===== src/hdl/utf16le_to_utf8_transcoder_defines.svh =====
// assertion macros shared by the transcoder rtl
`ifndef UTF16LE_TO_UTF8_TRANSCODER_DEFINES_SVH
`define UTF16LE_TO_UTF8_TRANSCODER_DEFINES_SVH

`ifndef ASSERT_OFF

`define U16U8_ASSERT_IMPLY(label, cond, prop) \
  label: assert property (@(posedge clk) disable iff (rst) (cond) |-> (prop)) \
    else $error("implication check failed");

`define U16U8_ASSERT_NEXT(label, cond, prop) \
  label: assert property (@(posedge clk) disable iff (rst) (cond) |=> (prop)) \
    else $error("next-cycle check failed");

`else

`define U16U8_ASSERT_IMPLY(label, cond, prop)

`define U16U8_ASSERT_NEXT(label, cond, prop)

`endif

`endif


===== src/hdl/u16u8_pkg.sv =====
// types, constants and helpers of the utf-16le to utf-8 transcoder
`default_nettype none

package u16u8_pkg;

  localparam int COUNT_BITS  = 32;
  localparam int REPORT_BITS = 32;

  localparam logic [15:0] TAG_MASK = 16'hFC00;
  localparam logic [15:0] TAG_HIGH = 16'hD800;
  localparam logic [15:0] TAG_LOW  = 16'hDC00;
  localparam logic [15:0] LIM_ONE  = 16'h0080;
  localparam logic [15:0] LIM_TWO  = 16'h0800;
  localparam logic [20:0] PLANE_BASE = 21'h10000;

  typedef logic [COUNT_BITS-1:0] count_t;

  // bytes of one character, first byte at index 0
  typedef struct packed {
    logic [3:0][7:0] bytes;
    logic [1:0]      last_idx;
  } enc_t;

  // everything one input beat hands to the output side
  typedef struct packed {
    logic [3:0][7:0]        bytes;
    logic [1:0]             last_idx;
    logic                   summary;
    logic                   stop;
    logic [REPORT_BITS-1:0] units;
    logic [REPORT_BITS-1:0] nbytes;
  } group_t;

  function automatic count_t sat_add(count_t a, logic [2:0] b);
    logic [COUNT_BITS:0] s;
    s = {1'b0, a} + (COUNT_BITS + 1)'(b);
    return s[COUNT_BITS] ? '1 : s[COUNT_BITS-1:0];
  endfunction

  function automatic logic [REPORT_BITS-1:0] cap_report(count_t v);
    logic [63:0] w;
    w = 64'(v);
    return (w > 64'hFFFF_FFFF) ? '1 : w[REPORT_BITS-1:0];
  endfunction

endpackage

`default_nettype wire


===== src/hdl/u16u8_encode.sv =====
// utf-8 byte encoder for one code unit or one completed surrogate pair
`default_nettype none

module u16u8_encode (
  input  wire logic [15:0]     code_unit,
  input  wire logic [9:0]      pending_high,
  input  wire logic            pair,
  output u16u8_pkg::enc_t      enc
);

  logic [20:0] cp;

  assign cp = u16u8_pkg::PLANE_BASE + 21'({pending_high, code_unit[9:0]});

  always_comb begin
    enc = '0;
    if (pair) begin
      enc.bytes[0] = {5'b11110, cp[20:18]};
      enc.bytes[1] = {2'b10, cp[17:12]};
      enc.bytes[2] = {2'b10, cp[11:6]};
      enc.bytes[3] = {2'b10, cp[5:0]};
      enc.last_idx = 2'd3;
    end else if (code_unit < u16u8_pkg::LIM_ONE) begin
      enc.bytes[0] = code_unit[7:0];
      enc.last_idx = 2'd0;
    end else if (code_unit < u16u8_pkg::LIM_TWO) begin
      enc.bytes[0] = {3'b110, code_unit[10:6]};
      enc.bytes[1] = {2'b10, code_unit[5:0]};
      enc.last_idx = 2'd1;
    end else begin
      enc.bytes[0] = {4'b1110, code_unit[15:12]};
      enc.bytes[1] = {2'b10, code_unit[11:6]};
      enc.bytes[2] = {2'b10, code_unit[5:0]};
      enc.last_idx = 2'd2;
    end
  end

endmodule

`default_nettype wire


===== src/hdl/u16u8_serializer.sv =====
// result register that hands out one group of bytes, one beat per cycle while result_ready is high
`default_nettype none

`include "utf16le_to_utf8_transcoder_defines.svh"

module u16u8_serializer (
  input  wire logic                                  clk,
  input  wire logic                                  rst,
  input  wire logic                                  load,
  input  wire u16u8_pkg::group_t                     grp,
  output logic                                       free,
  output logic                                       result_valid,
  input  wire logic                                  result_ready,
  output logic [7:0]                                 out_byte,
  output logic                                       last_of_run,
  output logic                                       is_summary,
  output logic                                       stopped_early,
  output logic [u16u8_pkg::REPORT_BITS-1:0]          units_consumed,
  output logic [u16u8_pkg::REPORT_BITS-1:0]          bytes_written
);

  u16u8_pkg::group_t grp_q;
  logic              g_valid;
  logic [1:0]        idx;
  logic              at_last;

  assign at_last = (idx == grp_q.last_idx);
  // free when empty or when the final beat leaves this cycle
  assign free    = !g_valid || (result_ready && at_last);

  always_ff @(posedge clk) begin
    if (rst) begin
      g_valid <= 1'b0;
      idx     <= 2'd0;
    end else if (load) begin
      g_valid <= 1'b1;
      idx     <= 2'd0;
    end else if (g_valid && result_ready) begin
      if (at_last) begin
        g_valid <= 1'b0;
      end else begin
        idx <= idx + 2'd1;
      end
    end
  end

  always_ff @(posedge clk) begin
    if (load) begin
      grp_q <= grp;
    end
  end

  assign result_valid   = g_valid;
  assign out_byte       = grp_q.bytes[idx];
  assign last_of_run    = at_last;
  assign is_summary     = grp_q.summary;
  assign stopped_early  = grp_q.stop;
  assign units_consumed = grp_q.units;
  assign bytes_written  = grp_q.nbytes;

  `U16U8_ASSERT_IMPLY(a_idx_in_group, g_valid, idx <= grp_q.last_idx)
  `U16U8_ASSERT_IMPLY(a_summary_single, g_valid && grp_q.summary, grp_q.last_idx == 2'd0)
  `U16U8_ASSERT_NEXT(a_hold_on_stall, g_valid && !result_ready, g_valid && $stable(idx))

endmodule

`default_nettype wire


===== src/hdl/utf16le_to_utf8_transcoder.sv =====
// top level of the utf-16le to utf-8 transcoder
//
//   channel  handshake                    payload
//   item     item_valid / item_ready      command, code_unit
//   result   result_valid / result_ready  out_byte, last_of_run, is_summary,
//                                         stopped_early, units_consumed, bytes_written
//
// one code unit can be taken every cycle while the result register has room for it;
// a unit's bytes leave one per cycle while result_ready is high, which sets the rate
// an item's first result is valid once it has passed the input register and then
// the result register
// a stalled result side stops the input register only when it would load a new group;
// units that give no bytes pass through regardless
// synchronous reset clears the pending surrogate, the halt flag and both counters
`default_nettype none

`include "utf16le_to_utf8_transcoder_defines.svh"

module utf16le_to_utf8_transcoder (
  input  wire logic                                  clk,
  input  wire logic                                  rst,
  input  wire logic                                  item_valid,
  output logic                                       item_ready,
  input  wire logic                                  command,
  input  wire logic [15:0]                           code_unit,
  output logic                                       result_valid,
  input  wire logic                                  result_ready,
  output logic [7:0]                                 out_byte,
  output logic                                       last_of_run,
  output logic                                       is_summary,
  output logic                                       stopped_early,
  output logic [u16u8_pkg::REPORT_BITS-1:0]          units_consumed,
  output logic [u16u8_pkg::REPORT_BITS-1:0]          bytes_written
);

  // input register
  logic        s1_valid;
  logic        s1_command;
  logic [15:0] s1_unit;

  // conversion state
  logic [9:0]          pending_high;
  logic                pending_valid;
  logic                halted;
  u16u8_pkg::count_t   unit_count;
  u16u8_pkg::count_t   byte_count;

  logic [15:0]       tag;
  logic              is_high;
  logic              is_low;
  logic              pairing;
  logic              emits;
  logic              s1_go;
  logic              load;
  logic              free;
  logic              state_clear;
  u16u8_pkg::enc_t   enc;
  u16u8_pkg::group_t grp;

  assign tag     = s1_unit & u16u8_pkg::TAG_MASK;
  assign is_high = (tag == u16u8_pkg::TAG_HIGH);
  assign is_low  = (tag == u16u8_pkg::TAG_LOW);
  assign pairing = pending_valid && is_low;

  // does this beat hand a group to the output side
  assign emits = s1_command ||
                 (!halted && (pending_valid ? is_low : (!is_high && !is_low)));

  assign s1_go      = s1_valid && (!emits || free);
  assign load       = s1_go && emits;
  assign item_ready = !s1_valid || s1_go;

  always_ff @(posedge clk) begin
    if (rst) begin
      s1_valid <= 1'b0;
    end else if (item_ready) begin
      s1_valid <= item_valid;
    end
  end

  always_ff @(posedge clk) begin
    if (item_ready && item_valid) begin
      s1_command <= command;
      s1_unit    <= code_unit;
    end
  end

  u16u8_encode u_encode (
    .code_unit    (s1_unit),
    .pending_high (pending_high),
    .pair         (pairing),
    .enc          (enc)
  );

  always_comb begin
    grp = '0;
    if (s1_command) begin
      grp.summary = 1'b1;
      grp.stop    = halted || pending_valid;
      grp.units   = u16u8_pkg::cap_report(unit_count);
      grp.nbytes  = u16u8_pkg::cap_report(byte_count);
    end else begin
      grp.bytes    = enc.bytes;
      grp.last_idx = enc.last_idx;
    end
  end

  always_ff @(posedge clk) begin
    if (rst) begin
      pending_high  <= '0;
      pending_valid <= 1'b0;
      halted        <= 1'b0;
      unit_count    <= '0;
      byte_count    <= '0;
    end else if (s1_go) begin
      if (s1_command) begin
        pending_high  <= '0;
        pending_valid <= 1'b0;
        halted        <= 1'b0;
        unit_count    <= '0;
        byte_count    <= '0;
      end else if (!halted) begin
        if (pending_valid) begin
          pending_valid <= 1'b0;
          pending_high  <= '0;
          if (is_low) begin
            unit_count <= u16u8_pkg::sat_add(unit_count, 3'd2);
            byte_count <= u16u8_pkg::sat_add(byte_count, 3'd4);
          end else begin
            // held high surrogate never got its pair
            halted <= 1'b1;
          end
        end else if (is_high) begin
          pending_valid <= 1'b1;
          pending_high  <= s1_unit[9:0];
        end else if (is_low) begin
          halted <= 1'b1;
        end else begin
          unit_count <= u16u8_pkg::sat_add(unit_count, 3'd1);
          byte_count <= u16u8_pkg::sat_add(byte_count, {1'b0, enc.last_idx} + 3'd1);
        end
      end
    end
  end

  u16u8_serializer u_serializer (
    .clk            (clk),
    .rst            (rst),
    .load           (load),
    .grp            (grp),
    .free           (free),
    .result_valid   (result_valid),
    .result_ready   (result_ready),
    .out_byte       (out_byte),
    .last_of_run    (last_of_run),
    .is_summary     (is_summary),
    .stopped_early  (stopped_early),
    .units_consumed (units_consumed),
    .bytes_written  (bytes_written)
  );

  assign state_clear = !pending_valid && !halted && (unit_count == '0) && (byte_count == '0);

  `U16U8_ASSERT_IMPLY(a_pending_not_halted, pending_valid, !halted)
  `U16U8_ASSERT_NEXT(a_end_clears, s1_go && s1_command, state_clear)
  `U16U8_ASSERT_NEXT(a_pair_releases, load && !s1_command && pairing, !pending_valid)

endmodule

`default_nettype wire


===== config.mk =====
export PLATFORM = sky130hd
export DESIGN_NAME = utf16le_to_utf8_transcoder
export DESIGN_NICKNAME = d
export VERILOG_FILES = /design/src/hdl/u16u8_pkg.sv /design/src/hdl/u16u8_encode.sv /design/src/hdl/u16u8_serializer.sv /design/src/hdl/utf16le_to_utf8_transcoder.sv
export VERILOG_INCLUDE_DIRS = /design/src /design/src/hdl
export SDC_FILE = /design/constraint.sdc
export NUM_CORES = 1
export LEC_CHECK = 0
export BUFFER_PORTS_ARGS = -buffer_cell sky130_fd_sc_hd__buf_2
export CORE_UTILIZATION = 25
export DETAILED_ROUTE_END_ITERATION = 10
export PLACE_DENSITY = 0.44
export SLEW_MARGIN = 20
export SYNTH_ARGS = -nofsm -noshare
export SYNTH_HDL_FRONTEND = slang
export SYNTH_SLANG_ARGS = --single-unit

===== constraint.sdc =====
create_clock -name clk -period 5.9 [get_ports clk]
set_input_delay 1.475 -clock clk [delete_from_list [all_inputs] [get_ports clk]]
set_output_delay 1.475 -clock clk [all_outputs]
set_load 0.1 [all_outputs]

==> metrics.txt <==
status completed; Min-Delay Path Class flip-flop to flip-flop; Critical Path, Cell by Cell buf_2 > inv_1 > o31ai_1 > a21oi_1 > nand2_1 > buf_2; r2r worst-path depth 10; Pins Over Slew Limit 0; Synth Area in XOR/XNOR approximately 1.7%; Peak Freq 0.234 GHz; proportion of synthesized area in mux cells 1.60%; worst-margin pin slew about 1.1 ns; drt initial violations 695; port buffer count between 90 and 100; critical path endpoint item_ready; Vias/cell about 5.3; Final Wtd Congestion between 0.8 and 0.9; post-synthesis cell count approximately 1,100; Critical Path End Type output pin; CTS Hold Bufs 0; most frequent cells in the layout edfxtp_1, buf_2, nand2_1; post-CTS sizing 0; Total Wirelength about 33 mm; worst-skew pair later-pin latency around 0.47 ns; std cell rows 74; Data required, critical path between 4 and 5 ns; Static Leak 3.96 nW; reg2reg start s1_unit[14]; placed cells roughly 1,600; commonest non-fill, non-tap cell in the layout edfxtp_1; area grow syn2layout 10.4%; Clock power frac 37.9%; FF+latch count, synth between 150 and 200; RSZ-0062 raised after global routing no; Max-Cap Viols 0; I/O pins 98; R2R Path End byte_count[25]; CP max stage delay roughly 0.43 ns; share of cells above drive strength 1 17.5%; Switching Power about 990 µW; Worst EP arrival between 2 and 3 ns; Seq/Total Area, Yosys about 47%; pwr dens between 200 and 300 nW/µm²; TritonCTS clock tree yes; main combinational cell family by area after synthesis simple AND/OR/NAND/NOR gates; Final Non-Filler Cells 1,647; H-tree levels 4; Power Internal approximately 2.1 mW; Fin Clk Skew 0.0210 ns; post-CTS setup buffer count 0; synthesized net count about 1,100; adder-cell area share of the yosys netlist less than 1%; CTS max path bufs 2; Synth Area in Compound Gates roughly 18%; sequential power share around half; Setup crit start result_ready; R2R Setup Slk around 2.0 ns; total gr overflow 0; crit share post-route around 73%; drt first pass iters 5; Placeable Area slightly above 40,000 µm²; Final Hold Fails 0; number of global-route vias before repair 8,403; DPL Wire Length 23.4 mm; Logic pwr share a little over an eighth; Diodes inserted 0; fin nets around 1,100; Final min period 4.28 ns; Worst VDD drop about 0.2 mV; largest net degree at the start of global routing 100; drt drc 0; Top FF cell, synth edfxtp_1; Die H between 200 and 250 µm; startpoint types input port; EDFF count, synth ~110; initial antenna violation count 0; count of cell types in the netlist 86; FFs w/ async S/R, synth 0%; FILL cells about 4,400; first-pass GRT wire length between 50 and 60 mm; met1 wire length 16.0 mm; Post-DRT Antenna Nets 0; GRT Util Overall between 10% and 20%; switching share of power approximately 32%; met2 routed WL ~15 mm; CTS Buf Count 17; synthesized cell area between 10,000 and 15,000 µm²; # setup viols final 0; met3 WL post-DR about 2.0 mm; Top Layer Used met4; drt wl/cell around 20 µm; via count 8,694; crit path max-delay cell type buf_2; Avg Inst Size Synth ~9.6 µm²; Die ar. around 43,000 µm²; CTS Root Cell clkbuf_16; CP max FO 3; Synthesis Warnings 0; initial core utilization about a quarter; CTS sink cnt roughly 190; Setup TNS Final 0 ns; simple-gate share of the synthesized area around 22%; relative slew slack between 20% and 30%; WS Path Type input port to output pin; Die Width a little over 200 µm; Top cell by count, worst path buf_2; clock slew seen by the registers of the worst setup and hold paths ~0.080 ns
cell usage after synthesis (9+ instances only):
master	n	area share [%]
and2_1	64	3.8
nand4_1	39	2.3
dfxtp_1	80	15
inv_1	22	0.78
a22oi_1	9	0.64
and3_1	12	0.71
buf_4	66	4.7
nand3_1	38	1.8
xnor2_1	10	0.83
buf_2	12	0.57
xor2_1	10	0.83
nor2_1	86	3.1
a211oi_1	9	0.64
a21oi_1	63	3.0
a21o_1	9	0.64
edfxtp_1	113	32
clkbuf_1	50	1.8
and4_1	9	0.75
o31ai_1	13	0.92
o21ai_0	55	2.6
nor3_1	28	1.3
nor4_1	16	0.95
nand2_1	90	3.2
a22o_1	11	0.91
a31oi_1	27	1.6
kinds of logic after synthesis:
kind of cell / Yosys count
buf+inv: 158
mux: 8
xor+xnor: 20
fa+ha+maj: 7
flops: 193
compound gates: 285
simple gates: 431
power by group through the flow:
stage	sequential [mW]	clock, mW	combinational (mW)
6_report	1.51	1.17	0.415
5_1_grt	1.51	1.26	0.436
4_1_cts	1.51	1.21	0.420
3_5_place_dp	1.54	0	0.420
3_3_place_gp	1.54	0	0.420
2_1_floorplan	1.54	0	0.347
per-layer routing:
| metal | global-route usage [%] | vias to the layer above |
|---|---|---|
| met1 | 22.3 | 4284 |
| li1 | - | 4091 |
| met3 | 3.13 | 29 |
| met4 | 4.66 | 0 |
| met2 | 24.0 | 290 |
| met5 | 0 | - |
critical path, delay by kind of cell:
kind	cells	cell delay [ns]
AND/OR/NAND/NOR	1	0.13
AO/OA/AOI/OAI	2	0.58
buffers and inverters	3	0.62
worst min path at each step:
stage                        from                       to  slack (ns)  cells past startpoint
floorplan              s1_command  u_serializer.is_summary        0.43                      0
global placement    byte_count[0]            byte_count[0]        0.45                      2
detailed placement  byte_count[0]            byte_count[0]        0.45                      2
CTS                 byte_count[0]            byte_count[0]        0.46                      2
global route        byte_count[0]            byte_count[0]        0.48                      2
finish              byte_count[0]            byte_count[0]        0.46                      2
registers in the layout, indices dropped and copies added, names as in the netlist, 2 cells and up:
signal and cells:
byte_count 32, u_serializer.grp_q 30, s1_unit 16, unit_count 32
u_serializer.idx 2, u_serializer.units_consumed 32, pending_high 10, u_serializer.bytes_written 32
area by class of cell:
cell class                 count  area [µm²]  share of cell area (%)
clock buffer                  17         425                    3.65
clock inverter                15         140                    1.20
inverter                      25        96.3                   0.826
multi-input combinational    751        4710                    40.4
sequential                   193        4990                    42.8
tap                          532         666                    5.71
timing repair buffer         114         626                    5.37
stage by stage:
step                hold WS (ns)  worst slack, ns  instance area, µm²  power, mW  util [%]
finish                     0.463             1.62               11700       3.10      28.2
global route               0.485             1.54               11700       3.21      28.2
CTS                        0.464             1.62               11700       3.14      28.2
detailed placement         0.453             1.63               11100       1.96      26.9
global placement           0.451             1.64               11100       1.96      26.9
floorplan                  0.428            0.414               10600       1.88         -
No activity file was read; power rests on OpenSTA's default activity.
